$ cat src/hw/rtl/sdepq_pkg.sv
`default_nettype none

package sdepq_pkg;

    localparam int IdWidth   = 16;
    localparam int PrioWidth = 8;
    localparam int FillWidth = 5;

    localparam logic [1:0] FUNC_INSERT    = 2'd0;
    localparam logic [1:0] FUNC_POP_LOW   = 2'd1;
    localparam logic [1:0] FUNC_POP_HIGH  = 2'd2;

    typedef struct packed {
        logic                 valid;
        logic [IdWidth-1:0]   id;
        logic [PrioWidth-1:0] prio;
    } entry_t;

    typedef struct packed {
        logic                 insert;
        logic                 pop_low;
        logic                 pop_high;
        logic [IdWidth-1:0]   id;
        logic [PrioWidth-1:0] prio;
    } cmd_t;

endpackage

`default_nettype wire

$ cat src/hw/rtl/sdepq_cell.sv
`default_nettype none

module sdepq_cell
    import sdepq_pkg::*;
(
    input  wire logic   clk,
    input  wire logic   rst_n,
    input  wire cmd_t   cmd,
    input  wire entry_t prev_entry,
    input  wire logic   prev_keep,
    input  wire entry_t next_entry,
    output entry_t      entry,
    output logic        keep,
    output logic        tail
);

    logic                 valid_reg;
    logic                 valid_next;
    logic [IdWidth-1:0]   id_reg;
    logic [IdWidth-1:0]   id_next;
    logic [PrioWidth-1:0] prio_reg;
    logic [PrioWidth-1:0] prio_next;

    assign entry = '{valid: valid_reg, id: id_reg, prio: prio_reg};
    assign keep  = valid_reg && (prio_reg <= cmd.prio);
    assign tail  = valid_reg && !next_entry.valid;

    always_comb
    begin
        valid_next = valid_reg;
        id_next    = id_reg;
        prio_next  = prio_reg;
        if (cmd.insert && !keep)
        begin
            if (prev_keep)
            begin
                valid_next = 1'b1;
                id_next    = cmd.id;
                prio_next  = cmd.prio;
            end
            else
            begin
                valid_next = prev_entry.valid;
                id_next    = prev_entry.id;
                prio_next  = prev_entry.prio;
            end
        end
        else if (cmd.pop_low)
        begin
            valid_next = next_entry.valid;
            id_next    = next_entry.id;
            prio_next  = next_entry.prio;
        end
        else if (cmd.pop_high && tail)
        begin
            valid_next = 1'b0;
        end
    end

    always_ff @(posedge clk or negedge rst_n)
    begin
        if (!rst_n)
        begin
            valid_reg <= 1'b0;
        end
        else
        begin
            valid_reg <= valid_next;
        end
    end

    always_ff @(posedge clk)
    begin
        id_reg   <= id_next;
        prio_reg <= prio_next;
    end

endmodule

`default_nettype wire

$ cat src/hw/rtl/sorted_double_ended_priority_queue_top.sv
// A result is registered and presented in the cycle after its transaction is accepted.
// Throughput: one transaction per cycle; every cell of the chain compares and
// shifts in the same cycle, so the rate is bounded only by output back-pressure.
// Reset: asynchronous, active low; it empties the chain and the output register.
`default_nettype none

module sorted_double_ended_priority_queue_top
    import sdepq_pkg::*;
#(
    parameter int CAPACITY = 16
)
(
    input  wire logic        clk,
    input  wire logic        rst_n,
    input  wire logic        s_axis_tvalid,
    output logic             s_axis_tready,
    input  wire logic [31:0] s_axis_tdata,  // func[1:0], ticket_id[17:2], prio[25:18]
    output logic             m_axis_tvalid,
    input  wire logic        m_axis_tready,
    output logic [31:0]      m_axis_tdata   // ok[0], out_id[16:1], out_prio[24:17], fill[29:25]
);

    localparam int CountWidth = $clog2(CAPACITY + 1);

    entry_t cells   [CAPACITY];
    logic   keeps   [CAPACITY];
    logic   tails   [CAPACITY];
    entry_t sel_acc [CAPACITY+1];

    cmd_t                        cmd;
    logic                        accept;
    logic [1:0]                  func;
    logic                        full;
    logic                        empty;
    logic                        ok;
    logic [IdWidth-1:0]          res_id;
    logic [PrioWidth-1:0]        res_prio;
    logic [CountWidth-1:0]       count_reg;
    logic [CountWidth-1:0]       count_next;
    logic [CountWidth+FillWidth-1:0] count_ext;
    logic                        out_valid_reg;
    logic [31:0]                 out_data_reg;
    logic [31:0]                 out_data_next;

    assign s_axis_tready = !out_valid_reg || m_axis_tready;
    assign accept        = s_axis_tvalid && s_axis_tready;
    assign func          = s_axis_tdata[1:0];
    assign full          = cells[CAPACITY-1].valid;
    assign empty         = !cells[0].valid;

    assign cmd.insert   = accept && (func == FUNC_INSERT) && !full;
    assign cmd.pop_low  = accept && (func == FUNC_POP_LOW) && !empty;
    assign cmd.pop_high = accept && (func == FUNC_POP_HIGH) && !empty;
    assign cmd.id       = s_axis_tdata[17:2];
    assign cmd.prio     = s_axis_tdata[25:18];

    genvar g;
    generate
        for (g = 0; g < CAPACITY; g++)
        begin : g_cell
            entry_t prev_e;
            entry_t next_e;
            logic   prev_k;

            if (g == 0)
            begin : g_first
                assign prev_e = '0;
                assign prev_k = 1'b1;
            end
            else
            begin : g_mid
                assign prev_e = cells[g-1];
                assign prev_k = keeps[g-1];
            end

            if (g == CAPACITY - 1)
            begin : g_last
                assign next_e = '0;
            end
            else
            begin : g_inner
                assign next_e = cells[g+1];
            end

            sdepq_cell u_cell (
                .clk        (clk),
                .rst_n      (rst_n),
                .cmd        (cmd),
                .prev_entry (prev_e),
                .prev_keep  (prev_k),
                .next_entry (next_e),
                .entry      (cells[g]),
                .keep       (keeps[g]),
                .tail       (tails[g])
            );

            assign sel_acc[g+1] = sel_acc[g] | (tails[g] ? cells[g] : '0);
        end
    endgenerate

    assign sel_acc[0] = '0;

    always_comb
    begin
        ok         = cmd.insert || cmd.pop_low || cmd.pop_high;
        res_id     = '0;
        res_prio   = '0;
        count_next = count_reg;
        if (cmd.insert)
        begin
            count_next = count_reg + 1'b1;
        end
        else if (cmd.pop_low)
        begin
            res_id     = cells[0].id;
            res_prio   = cells[0].prio;
            count_next = count_reg - 1'b1;
        end
        else if (cmd.pop_high)
        begin
            res_id     = sel_acc[CAPACITY].id;
            res_prio   = sel_acc[CAPACITY].prio;
            count_next = count_reg - 1'b1;
        end
        count_ext     = {{FillWidth{1'b0}}, count_next};
        out_data_next = {2'b00, count_ext[FillWidth-1:0], res_prio, res_id, ok};
    end

    always_ff @(posedge clk or negedge rst_n)
    begin
        if (!rst_n)
        begin
            count_reg     <= '0;
            out_valid_reg <= 1'b0;
        end
        else
        begin
            count_reg <= count_next;
            if (accept)
            begin
                out_valid_reg <= 1'b1;
            end
            else if (m_axis_tready)
            begin
                out_valid_reg <= 1'b0;
            end
        end
    end

    always_ff @(posedge clk)
    begin
        if (accept)
        begin
            out_data_reg <= out_data_next;
        end
    end

    assign m_axis_tvalid = out_valid_reg;
    assign m_axis_tdata  = out_data_reg;

endmodule

`default_nettype wire

$ cat config.mk
export PLATFORM = sky130hd
export DESIGN_NAME = sorted_double_ended_priority_queue_top
export DESIGN_NICKNAME = d
export VERILOG_FILES = /design/src/hw/rtl/sdepq_pkg.sv /design/src/hw/rtl/sdepq_cell.sv /design/src/hw/rtl/sorted_double_ended_priority_queue_top.sv
export SDC_FILE = /design/constraint.sdc
export NUM_CORES = 1
export LEC_CHECK = 0
export BUFFER_PORTS_ARGS = -buffer_cell sky130_fd_sc_hd__buf_2
export CAP_MARGIN = 20
export CORE_MARGIN = 1.5
export CORE_UTILIZATION = 30
export DETAILED_ROUTE_END_ITERATION = 8
export PLACE_DENSITY_LB_ADDON = 0.25
export SKIP_LAST_GASP = 1
export SYNTH_ARGS = -nofsm -noshare
export SYNTH_HDL_FRONTEND = slang
export SYNTH_HIERARCHICAL = 1
export SYNTH_SLANG_ARGS = --single-unit
$ cat constraint.sdc
create_clock -name clk -period 3.3 [get_ports clk]
set_input_delay 0.825 -clock clk [delete_from_list [all_inputs] [get_ports clk]]
set_output_delay 0.825 -clock clk [all_outputs]
set_load 0.05 [all_outputs]
==> results.ini <==
[floorplan]
die_x_um = 323
die_h_um = 323
coreArea_mm2 = 0.102
rows = 117
die_area_mm2 = 0.105
ioPinCount = 70
initial_core_util = 0.303

[worst_setup_path]
rr_worst_depth = 9
criticalPathCategory = in2reg
crit_arrival_ns = 3.60
path_max_fanout = 19
critPathRequiredTime_ns = 3.67
endpoint_kind = flop
worstSetupStartpointType = input pin

[sta]
worst_slew_pin_slew_ns = 0.823
slew_headroom = 0.452
setup_viol = 0
slew_violations = 0
rsz0062_at_grt = false
fin_crit_sh = 0.980
layout_setup_ws_ns = 0.0652
hold_violations = 0
worst_clock_skew_ns = 0.0246
max_freq_ghz = 0.309
period_needed_ns = 3.23

[grt]
track_usage = 0.227
globalRouteOverflowTotal = 0
grt_max_degree = 53
antenna_found_initial = 3
grt_pass1_wl_um = 170000
grt_pass1_vias = 22800

[power]
power_density_mw_per_mm2 = 483
peakVddDrop_mv = 0.408
power.leakage_nw = 14.2

[placed_design]
port_buffers = 61
dp_hpwl_um = 83600
place_congestion = 0.917
post_dp_cell_area_mm2 = 0.0355
place_ws_ns = -0.596

[yosys]
ys_warn_count = 6
synth_area_mm2 = 0.0308
syn_area_per_cell_um2 = 13.5
synthCells = 2283

[route]
drt_wl_total_um = 120000
routedWlPerCell_um = 29.9
drtIter0Drc = 2078
vias = 22100
postRouteAntennaNets = 0
drc = 0
vias_per_cell = 5.52
drt-pass1-iter-count = 5

[cells_and_area]
largest_reg_flops = 256
layout.nets = 2752
multi_input_area_mm2 = 0.0167
drive_gt1_frac = 0.504
n_fill_cell = 9667
utilization = 0.366
ff_latch_area_mm2 = 0.0130
areaGrowthSynthToFinish_pct = 20.8
stdcell_area_mm2 = 0.0372

[clock_tree]
cts_tree = yes
clock-root-buffer = clkbuf_16
clock_latency_ns = 0.63
max-clock-path-buffers = 3
h-tree-depth = 2
clock_sinks = 436
cts_setup_buffers = 0
worst_setup_hold_path_clk_slew_ns = 0.06
cts_made_buffers = 53

[flow_run]
cap_violations = 0

[status]
status = finished clean

[worst_hold_path]
min_path_type = in2async

[cells in the final DEF (no fill, tap or decap), drive strengths merged, types with 10 or more instances in the layout]
cell	n
o31ai	16
o21ai	26
nand2	71
conb	54
buf	330
edfxtp	414
and4	24
mux2	768
a221oi	96
nor2	62
or3	10
a22o	96
nand3	13
dfrtp	22
clkinv	22
a21oi	64
clkbuf	69
ha	130
nand2b	11
o2bb2ai	34
nand4	24
inv	151
and2b	16
or2	25
nor2b	25
[timing repair]
item | CTS | global route
hold buffers | 0 | 0
gates resized for setup | 0 | 4
setup endpoints to repair | 0 | 71
[worst max-delay path: stages]
cell	delay [ns]
buf_2	0.41
inv_1	0.10
ha_1	0.32
nand4_1	0.32
buf_4	0.27
or3_4	0.38
nand2_2	0.11
buf_12	0.20
mux2_2	0.36
mux2_4	0.25
[area by class of cell]
| type | count | area share |
|---|---|---|
| sequential | 436 | 0.349 |
| antenna | 1 | 0.0000672 |
| clock buffer | 67 | 0.0376 |
| multi-input combinational | 1614 | 0.449 |
| clock inverter | 30 | 0.00769 |
| tap | 1368 | 0.0460 |
| inverter | 149 | 0.0151 |
| timing repair buffer | 332 | 0.0956 |
[final timing paths]
check,startpoint,endpoint,slack [ns]
setup / recovery,s_axis_tdata[23],g_cell[1].u_cell/id_reg[4],0.07
hold / removal,rst_n,g_cell[10].u_cell/valid_reg,0.30
setup reg to reg,g_cell[3].u_cell/prio_reg[5],g_cell[4].u_cell/id_reg[0],0.27
hold reg to reg,count_reg[4],count_reg[4],0.47
max in group asynchronous,rst_n,g_cell[4].u_cell/valid_reg,2.48
min in group clk,count_reg[4],count_reg[4],0.47
[where the power goes]
group	switching (mW)	leakage [nW]	internal (mW)
logic	3.01	9.30	2.41
registers	0.296	4.03	6.33
clock network	2.55	0.836	3.38
total	5.85	14.2	12.1
[metal layers]
metal / part of all wire / vias to the layer above / GRT usage
met5: 0 / - / 0
met4: 0.044 / 0 / 0.0926
met3: 0.069 / 261 / 0.0359
met2: 0.45 / 1007 / 0.361
met1: 0.43 / 11400 / 0.305
li1: - / 9412 / -
[stage by stage]
stage	std cells	hold slack [ns]	setup TNS, ns	power (mW)
after floorplan	2335	0.432	0	9.73
after global placement	3899	0.451	-222.22	12.0
after detailed placement	3899	0.463	-232.54	12.0
after CTS	3996	0.292	0	18.0
after global routing	3997	0.322	0	18.5
final	3997	0.300	0	18.0
No activity file was read; power rests on OpenSTA's default activity.
